### src/hdl/spp_pkg.sv
// Shared types, constants and command/status structs for the steric pair penalty block.
package spp_pkg;

    localparam int DATA_W            = 32;
    localparam int TOTAL_W           = 48;
    localparam int FRAC_BITS_DEFAULT = 16;
    localparam int SQRT_STEPS        = 32;
    localparam int CFG_IDX_W         = 1;

    localparam logic [CFG_IDX_W-1:0] REG_MIN_DIST = 1'b0;
    localparam logic [CFG_IDX_W-1:0] REG_COEFF    = 1'b1;

    localparam logic [DATA_W-1:0] MIN_DIST_RESET = 32'd131072;
    localparam logic [DATA_W-1:0] COEFF_RESET    = 32'd65536;

    // operand pairs for the shared 32x32 multiplier
    typedef enum logic [3:0] {
        MUL_NONE,
        MUL_DMIN2,
        MUL_SQX,
        MUL_SQY,
        MUL_SQZ,
        MUL_DSQ,
        MUL_ELO,
        MUL_EHI,
        MUL_K,
        MUL_GXL,
        MUL_GXH,
        MUL_GYL,
        MUL_GYH,
        MUL_GZL,
        MUL_GZH
    } mul_op_t;

    typedef struct packed {
        logic    load;       // capture a new transaction
        mul_op_t mul_op;     // multiplier operation issued this cycle
        logic    cmp;        // overlap test, root init
        logic    root_step;  // one square root digit
        logic    setup;      // diff and divider init
        logic    div_step;   // one quotient bit on all three lanes
        logic    div_first;  // first quotient bit
        logic    finish;     // load result register, update running sum
    } dp_cmd_t;

    typedef struct packed {
        logic hit;           // pair overlaps (valid during compare)
    } dp_stat_t;

endpackage

### src/hdl/spp_ctrl.sv
// Sequencer for the steric pair penalty: steps the datapath through one transaction.
module spp_ctrl
    import spp_pkg::*;
#(
    parameter int FRAC_BITS = FRAC_BITS_DEFAULT
)
(
    input  logic     clk,
    input  logic     rst_n,
    input  logic     in_valid,
    output logic     in_stall,
    output logic     out_valid,
    input  logic     out_stall,
    output dp_cmd_t  cmd,
    input  dp_stat_t stat
);

    localparam int CNT_W     = $clog2(SQRT_STEPS);
    localparam int DIV_STEPS = FRAC_BITS + 1;

    typedef enum logic [8:0] {
        ST_IDLE  = 9'b000000001,
        ST_PREP  = 9'b000000010,
        ST_CMP   = 9'b000000100,
        ST_ROOT  = 9'b000001000,
        ST_SETUP = 9'b000010000,
        ST_SCALE = 9'b000100000,
        ST_DIV   = 9'b001000000,
        ST_GRAD  = 9'b010000000,
        ST_DONE  = 9'b100000000
    } state_t;

    state_t            state_reg, state_next;
    logic [CNT_W-1:0]  step_reg, step_next;
    logic              phase_reg, phase_next;
    logic              out_valid_reg, out_valid_next;

    always_ff @(posedge clk or negedge rst_n)
    begin
        if (!rst_n)
        begin
            state_reg     <= ST_IDLE;
            step_reg      <= '0;
            phase_reg     <= 1'b0;
            out_valid_reg <= 1'b0;
        end
        else
        begin
            state_reg     <= state_next;
            step_reg      <= step_next;
            phase_reg     <= phase_next;
            out_valid_reg <= out_valid_next;
        end
    end

    always_comb
    begin
        state_next     = state_reg;
        step_next      = step_reg;
        phase_next     = phase_reg;
        out_valid_next = out_valid_reg && out_stall;
        cmd            = '0;
        cmd.mul_op     = MUL_NONE;
        unique case (state_reg)
            ST_IDLE:
            begin
                if (in_valid)
                begin
                    cmd.load   = 1'b1;
                    step_next  = '0;
                    phase_next = 1'b0;
                    state_next = ST_PREP;
                end
            end
            ST_PREP:
            begin
                if (!phase_reg)
                begin
                    unique case (step_reg)
                        CNT_W'(0): cmd.mul_op = MUL_DMIN2;
                        CNT_W'(1): cmd.mul_op = MUL_SQX;
                        CNT_W'(2): cmd.mul_op = MUL_SQY;
                        default:   cmd.mul_op = MUL_SQZ;
                    endcase
                end
                phase_next = !phase_reg;
                if (phase_reg)
                begin
                    step_next = step_reg + 1'b1;
                    if (step_reg == CNT_W'(3))
                    begin
                        step_next  = '0;
                        state_next = ST_CMP;
                    end
                end
            end
            ST_CMP:
            begin
                cmd.cmp    = 1'b1;
                step_next  = '0;
                state_next = stat.hit ? ST_ROOT : ST_DONE;
            end
            ST_ROOT:
            begin
                cmd.root_step = 1'b1;
                step_next     = step_reg + 1'b1;
                if (step_reg == CNT_W'(SQRT_STEPS - 1))
                begin
                    step_next  = '0;
                    state_next = ST_SETUP;
                end
            end
            ST_SETUP:
            begin
                cmd.setup  = 1'b1;
                phase_next = 1'b0;
                state_next = ST_SCALE;
            end
            ST_SCALE:
            begin
                if (!phase_reg)
                begin
                    unique case (step_reg)
                        CNT_W'(0): cmd.mul_op = MUL_DSQ;
                        CNT_W'(1): cmd.mul_op = MUL_ELO;
                        CNT_W'(2): cmd.mul_op = MUL_EHI;
                        default:   cmd.mul_op = MUL_K;
                    endcase
                end
                phase_next = !phase_reg;
                if (phase_reg)
                begin
                    step_next = step_reg + 1'b1;
                    if (step_reg == CNT_W'(3))
                    begin
                        step_next  = '0;
                        state_next = ST_DIV;
                    end
                end
            end
            ST_DIV:
            begin
                cmd.div_step  = 1'b1;
                cmd.div_first = (step_reg == '0);
                step_next     = step_reg + 1'b1;
                if (step_reg == CNT_W'(DIV_STEPS - 1))
                begin
                    step_next  = '0;
                    phase_next = 1'b0;
                    state_next = ST_GRAD;
                end
            end
            ST_GRAD:
            begin
                if (!phase_reg)
                begin
                    unique case (step_reg)
                        CNT_W'(0): cmd.mul_op = MUL_GXL;
                        CNT_W'(1): cmd.mul_op = MUL_GXH;
                        CNT_W'(2): cmd.mul_op = MUL_GYL;
                        CNT_W'(3): cmd.mul_op = MUL_GYH;
                        CNT_W'(4): cmd.mul_op = MUL_GZL;
                        default:   cmd.mul_op = MUL_GZH;
                    endcase
                end
                phase_next = !phase_reg;
                if (phase_reg)
                begin
                    step_next = step_reg + 1'b1;
                    if (step_reg == CNT_W'(5))
                    begin
                        step_next  = '0;
                        state_next = ST_DONE;
                    end
                end
            end
            ST_DONE:
            begin
                if (!out_valid_reg || !out_stall)
                begin
                    cmd.finish     = 1'b1;
                    out_valid_next = 1'b1;
                    state_next     = ST_IDLE;
                end
            end
            default:
            begin
                state_next = ST_IDLE;
            end
        endcase
    end

    assign in_stall  = (state_reg != ST_IDLE);
    assign out_valid = out_valid_reg;

endmodule

### config.mk
export PLATFORM = sky130hd
export DESIGN_NAME = spp_ctrl
export DESIGN_NICKNAME = d
export VERILOG_FILES = /design/src/hdl/spp_pkg.sv /design/src/hdl/spp_ctrl.sv
export SDC_FILE = /design/constraint.sdc
export NUM_CORES = 1
export LEC_CHECK = 0
export ABC_AREA = 1
export BUFFER_PORTS_ARGS = -buffer_cell sky130_fd_sc_hd__buf_2
export CORE_ASPECT_RATIO = 0.9
export CORE_MARGIN = 4
export CORE_UTILIZATION = 52
export DETAILED_ROUTE_END_ITERATION = 6
export PLACE_DENSITY = 0.75
export SLEW_MARGIN = 40
export SYNTH_ARGS = -nofsm -noshare
export SYNTH_HDL_FRONTEND = slang
export SYNTH_SLANG_ARGS = --single-unit
### constraint.sdc
create_clock -name clk -period 1.6 [get_ports clk]
set_clock_uncertainty 0.15 [all_clocks]
set_input_delay 0.32 -clock clk [delete_from_list [all_inputs] [get_ports clk]]
set_output_delay 0.32 -clock clk [all_outputs]
set_load 0.02 [all_outputs]
==> impl_metrics.toml, run 1 <==
[synthesis]
post-synth-top-count-cell = "nand2_1"
synth_area_sq_mm = 0.00146
synth_commonest_cells = "nand2_1 (69), inv_1 (32), nor2_1 (30)"
ys_seq_area_share_pct = 27.5
synth_seq_cells = 16
synth_fp_nets = 244
synth_area_leaders = "dfrtp_1 (26%), nand2_1 (18%), inv_1 (8.2%)"
syn_avg_cell_area_sq_um = 6.24
yosys.area.top_type_share_pct = 25.7
ys_types = 25
synth_area_leader_cell = "dfrtp_1"
syn_inst = 234
synth_edf_count = 0
synthFlopType = "dfrtp_1"
async_flop_share_pct = 100
yosysWarnings = 0

[die]
die_w_um = 63.9
std_cell_rows = 17
die_y_um = 58.3
io_pins = 18
start_util_pct = 56.7

[place]
placed_cells = 344
io_buffers = 17
gp_congestion = 0.931
dp.final_hpwl_um = 3670
pre_cts_slack_ps = -276

[outcome]
outcome = "stopped before the end"
lastStage = "clock tree synthesis (4_1_cts)"
error = "[ERROR DPL-0033] detailed placement checks failed during check placement."

[cts]
clock_sinks = 16
cts_buffers = 3
cts_hold_buf = 1
htreeDepth = 1
cts_resized = 74
clk_path_buf_depth = 2
cts_setup_buffers = 13
root_buffer = "clkbuf_4"
-- stage by stage --
step	area [sq um]	hold slack, ps
floorplan	1580	-126
global placement	2140	112
detailed placement	2140	111
-- logic make-up after synthesis --
| family | after synthesis | share of synthesized area, % |
|---|---|---|
| XOR/XNOR | 1 | 0.600 |
| buffers and inverters | 40 | 10.5 |
| flip-flops | 16 | 27.5 |
| AO/OA/AOI/OAI | 10 | 3.68 |
| AND/OR/NAND/NOR | 162 | 53.4 |
| adder cells (fa/ha/maj) | 5 | 4.28 |
==> run 2: changes to the inputs <==
- CORE_ASPECT_RATIO: 0.9 -> unset
- CORE_UTILIZATION: 52 -> 40
- PLACE_DENSITY: 0.75 -> unset
- PLACE_DENSITY_LB_ADDON: unset -> 0.15
- clock period: 1.6 -> 2.08 ns (I/O delays scaled with it)
==> impl_metrics.toml, run 2 <==
[outcome]
outcome = "finished, violations left"
violations = "design-rule violations, negative setup slack"

[die]
die_y_um = 68.4
die_w_um = 68.4
std_cell_rows = 21
core_area_sq_mm = 0.00344
dieArea_sq_mm = 0.00468
io_pins = 18
start_util_pct = 42.4

[synthesis]
syn_inst = 234
synth_area_leader_cell = "dfrtp_1"
async_flop_share_pct = 100
syn_avg_cell_area_sq_um = 6.24
post-synth-top-count-cell = "nand2_1"
synthFlopType = "dfrtp_1"
ys_seq_area_share_pct = 27.5
synth_fp_nets = 244
synth_seq_cells = 16
yosysWarnings = 0
yosys.area.top_type_share_pct = 25.7
ys_types = 25
synth_commonest_cells = "nand2_1 (69), inv_1 (32), nor2_1 (30)"
synth_edf_count = 0
synth_area_sq_mm = 0.00146
synth_area_leaders = "dfrtp_1 (26%), nand2_1 (18%), inv_1 (8.2%)"

[cts]
htreeDepth = 1
cts_buffers = 3
cts_tree = "yes"
clk_path_buf_depth = 2
root_buffer = "clkbuf_8"
clk_latency_ps = 250
clock_sinks = 16
clkTransAtPathRegs_ps = 80

[global_routing]
grt_overflow_total = 0
grt_usage_pct = 20.3
antenna_found_initial = 0
grt_pass1_wl_um = 7280
first_global_vias = 1577
grt_start_max_net_pins = 17

[sta]
finalSetupViolCount = 8
grt_setup_unrepaired = "yes"
slew_viol_final = 0
fin_crit_sh_pct = 106
period_minus_slack_ps = 2210
worst_pin_slew_ps = 413
relSlewSlack_pct = 72.5
clock.fmax_ghz = 0.452
hold_viol_final = 0
setup_ws_ps = -131

[setup_path]
cp_data_arrival_time_ps = 1640
cp_cell_sequence = "nor2_4 -> nand2_4 -> nor2_4 -> nand2_4 -> inv_2 -> o21ai_4 -> nor2_1 -> buf_4"
required_ps = 1510
start_kind = "flip-flop"
crit_buf_inv = 2
path_class = "flip-flop to primary output"
worst_path_largest_cell_delay_ps = 430
crit_family = "simple AND/OR/NAND/NOR gates"
cp_max_fo = 5
cpMaxStageDelayCell = "dfrtp_1"
endpoint_kind = "primary output"

[final_layout]
drive_gt1_share_pct = 42.8
area_growth_pct = 53.5
mostFrequentLayoutCell = "nand2_1"
antenna-diode-count = 0
layout.cells.non_filler = 345
most-common-layout-cells = "nand2_1 (56), buf_4 (43), inv_1 (26)"
largest_register_ff_count = 9
nets = 310

[place]
gp_congestion = 0.898
dp.final_hpwl_um = 3170
pre_cts_slack_ps = 12.7
io_buffers = 17
placed_cells = 314

[pwr]
p_per_area_mw_per_mm2 = 1310
leakage_nw = 1.24
ir_worst_vdd_mv = 0.453

[drt]
wl_um = 4730
drc_errors = 2
dr_total_vias = 1737
dr.first_iter.drc_count = 119
vias_per_cell = 5.03
ant_nets = 0
drt_pre_antenna_iters = 6
avgRoutedWirePerCell_um = 13.7

[run]
cap_violations = 0

[hold_path]
hp-class = "input pin to flip-flop"
## run 2: per-layer routing
metal | vias up | share of wire [%] | wire (um) | track usage (%)
met5 | - | 0 | 0 | 0
met4 | 0 | 0.87 | 41 | 3.72
met3 | 4 | 5.1 | 243 | 1.48
met2 | 51 | 47 | 2240 | 33.5
met1 | 802 | 47 | 2210 | 28.8
li1 | 880 | - | - | -
## run 2: cell type report
type / instances / area, sq um
Clock buffer: 4 / 55.1
Fill cell: 283 / 1200
Inverter: 38 / 148
Multi-Input combinational cell: 178 / 1090
Sequential cell: 16 / 402
Tap cell: 46 / 57.6
Timing Repair Buffer: 63 / 493
## run 2: per-stage QoR
stage	TNS (ps)	hold WS, ps	utilization, %	instance area, sq um	power, mW
global route	-1590	243	65.1	2240	3.11
CTS	-342	238	59.7	2050	2.54
detailed placement	0	207	50.5	1740	1.86
floorplan	-39.2	-29.6	-	1460	1.44
global placement	0	206	50.5	1740	1.85
finish	-519	235	65.1	2240	2.93
## run 2: cell families (layout without fill, tap and decap cells)
logic type	Yosys count	count (layout)	synth area share, %
adder cells (fa/ha/maj)	5	5	4.28
AO/OA/AOI/OAI	10	10	3.68
XOR/XNOR	1	1	0.600
buffers and inverters	40	105	10.5
AND/OR/NAND/NOR	162	162	53.4
flip-flops	16	16	27.5
## run 2: repair_timing
item / in CTS / in global routing
hold endpoints to repair: 15 / 0
cloned: 0 / 0
gates resized for setup: 40 / 34
setup endpoints to repair: 6 / 25
setup buffers: 18 / 10
hold buffers: 1 / 0
pin swaps: 14 / 19
## run 2: path summary, 6_finish.rpt
check / start / to / slack (ps) / depth (start not counted)
min in group asynchronous: rst_n / state_reg[6] / 470 / 2
max in group asynchronous: rst_n / state_reg[0] / 990 / 2
setup / recovery: state_reg[3] / cmd[7] / -130 / 8
hold reg to reg: out_valid / out_valid / 390 / 2
hold / removal: stat / state_reg[3] / 240 / 3
setup reg to reg: state_reg[0] / step_reg[4] / 40 / 12
## run 2: worst reg2reg max path, cell delays in order, from the launching register on
cell     delay [ps]
dfstp_2         590
nor2_4           60
nand2_4         110
nor2_4           50
nand2_4          80
nand2_4          80
buf_4           150
nor2_1          190
nand3_2         150
nand2_4         150
inv_4            70
nand2_2          60
nand2_2          50
## run 2: power by group
part           internal [mW]  switching (mW)
clock network          0.168           0.122
logic                  0.932            1.25
registers              0.387          0.0713
total                   1.49            1.44
(Power assumes the default switching activity.)
==> run 3: changes to the inputs <==
- ABC_AREA: 1 -> unset
- CORE_AREA: unset -> 4 4 65 67
- CORE_MARGIN: 4 -> unset
- CORE_UTILIZATION: 40 -> unset
- DIE_AREA: unset -> 0 0 69 71
- SLEW_MARGIN: 40 -> 20
==> impl_metrics.toml, run 3 <==
[die]
core_area_sq_mm = 0.00363
dieArea_sq_mm = 0.00490
die_w_um = 69
io_pins = 18
die_y_um = 71
std_cell_rows = 22
start_util_pct = 35.8

[pwr]
ir_worst_vdd_mv = 0.516
p_per_area_mw_per_mm2 = 1080
power_mw = 2.50
leakage_nw = 1.05

[final_layout]
layout.cells.non_filler = 276
largest_register_ff_count = 9
nFillCells = 304
most-common-layout-cells = "buf_4 (54), buf_6 (20), dfrtp_1 (10)"
antenna-diode-count = 0
drive_gt1_share_pct = 60.5
multi_input_area_sq_mm = 0.00109
nets = 239
area_growth_pct = 77.7
seqCellArea_sq_um = 408
mostFrequentLayoutCell = "buf_4"

[sta]
clock.fmax_ghz = 0.412
period_minus_slack_ps = 2430
relSlewSlack_pct = 73.6
slew_viol_final = 0
grt_setup_unrepaired = "yes"
finalSetupViolCount = 25
fin_crit_sh_pct = 117
hold_slack_ps = 214
setup_ws_ps = -347
worst_pin_slew_ps = 395
hold_viol_final = 0

[synthesis]
synth_fp_nets = 161
async_flop_share_pct = 100
synth_top_family_by_area = "simple AND/OR/NAND/NOR gates"
synthFlopType = "dfrtp_1"
synth_commonest_cells = "dfrtp_1 (15), nor2_1 (11), nand2_1 (10)"
synthMuxAreaShare_pct = 3.18
ys_types = 52
synth_area_leaders = "dfrtp_1 (29%), ha_1 (4.8%), a21oi_1 (3.5%)"
synth_seq_cells = 16
synth_area_sq_mm = 0.00130
synth_compound_area_share_pct = 21.0
synth-xor-area-share_pct = 2.69
yosys.area.top_type_share_pct = 28.9
post-synth-top-count-cell = "dfrtp_1"
syn_inst = 151
synth_area_leader_cell = "dfrtp_1"
ys_seq_area_share_pct = 30.9
synth-simple-area-share_pct = 32.1
synth_fa_ha_area_share_pct = 4.81
syn_avg_cell_area_sq_um = 8.61
synth_edf_count = 0
yosysWarnings = 0

[setup_path]
start_kind = "flip-flop"
endpoint_kind = "primary output"
cpMaxStageDelayCell = "dfrtp_2"
required_ps = 1510
worst_path_largest_cell_delay_ps = 440
path_class = "flip-flop to primary output"
cp_data_arrival_time_ps = 1860
cp_cell_sequence = "nor4_4 -> buf_4 -> and4_1 -> nand2_1 -> a21oi_1 -> buf_4"
cp_max_fo = 5
cp_common_cell = "buf_4"

[place]
dp.final_hpwl_um = 3180
gp_congestion = 0.855
io_buffers = 17
pre_cts_slack_ps = -156
placed_cells = 257

[global_routing]
grt_usage_pct = 19.9
first_global_vias = 1549
grt_start_max_net_pins = 17
grt_pass1_wl_um = 7730
grt_overflow_total = 0
antenna_found_initial = 0

[run]
cap_violations = 0

[cts]
cts_buffers = 3
clk_path_buf_depth = 2
root_buffer = "clkbuf_8"
clock_sinks = 16
htreeDepth = 1
cts_tree = "yes"
clkTransAtPathRegs_ps = 70
clk_latency_ps = 260

[hold_path]
hp-class = "input pin to flip-flop"

[drt]
ant_nets = 0
vias_per_cell = 5.48
avgRoutedWirePerCell_um = 17.3
wl_um = 4780
drc_errors = 0
dr.first_iter.drc_count = 134
dr_total_vias = 1513
drt_pre_antenna_iters = 4

[outcome]
violations = "negative setup slack"
outcome = "finished, violations left"
[run 3: cell families (layout without fill, tap and decap cells)]
kind of cell / Yosys count / after routing
AO/OA/AOI/OAI: 38 / 38
XOR/XNOR: 4 / 4
adder cells (fa/ha/maj): 5 / 5
buffers and inverters: 16 / 93
flip-flops: 16 / 16
multiplexers: 4 / 4
AND/OR/NAND/NOR: 68 / 68
[run 3: what timing repair did]
action | CTS | global route
hold buffers | 1 | 0
pin swaps | 16 | 18
gates cloned | 0 | 0
hold endpoints to repair | 15 | 0
buffers inserted | 11 | 5
endpoints found under the setup margin | 22 | 25
resized for setup | 51 | 24
[run 3: path summary, 6_finish.rpt]
check / from / to / slack [ps] / cells after the start
hold reg to reg: out_valid / out_valid / 400 / 2
setup / recovery: state_reg[1] / cmd[9] / -350 / 6
setup reg to reg: state_reg[1] / step_reg[2] / -170 / 6
max in group asynchronous: rst_n / state_reg[0] / 1010 / 2
hold / removal: stat / state_reg[3] / 210 / 3
min in group asynchronous: rst_n / out_valid / 460 / 2
[run 3: report_power, final]
| part | switching, mW | internal [mW] |
|---|---|---|
| Clock | 0.122 | 0.169 |
| Combinational | 0.850 | 0.893 |
| Sequential | 0.0964 | 0.373 |
[run 3: area by class of cell]
type	count	area share, %
tap	48	2.60
multi-input combinational	119	47.0
inverter	8	1.30
timing repair buffer	81	29.0
clock buffer	4	2.38
sequential	16	17.7
[run 3: worst max-delay path: cells and delay by family (launching register included)]
kind	cells	cell delay, ps
AOI/OAI and AO/OA	1	190
buffers and inverters	2	380
DFF	1	440
and+or+nand+nor	3	590
[run 3: per-stage QoR]
stage,instance area (sq um),TNS (ps),utilization [%]
3_3_place_gp,1830,-745,50.4
5_1_grt,2310,-6240,63.6
3_5_place_dp,1830,-1040,50.4
4_1_cts,2190,-3360,60.3
6_report,2310,-4260,63.6
2_1_floorplan,1360,-493,-
[run 3: metal layers]
metal / wire length, um / track usage [%] / share of wire [%] / vias to the layer above
met5: 0 / 0 / 0 / -
met3: 188 / 4.26 / 3.9 / 13
li1: - / - / - / 716
met1: 1950 / 23.4 / 41 / 742
met2: 2530 / 35.8 / 53 / 42
met4: 113 / 6.29 / 2.4 / 0
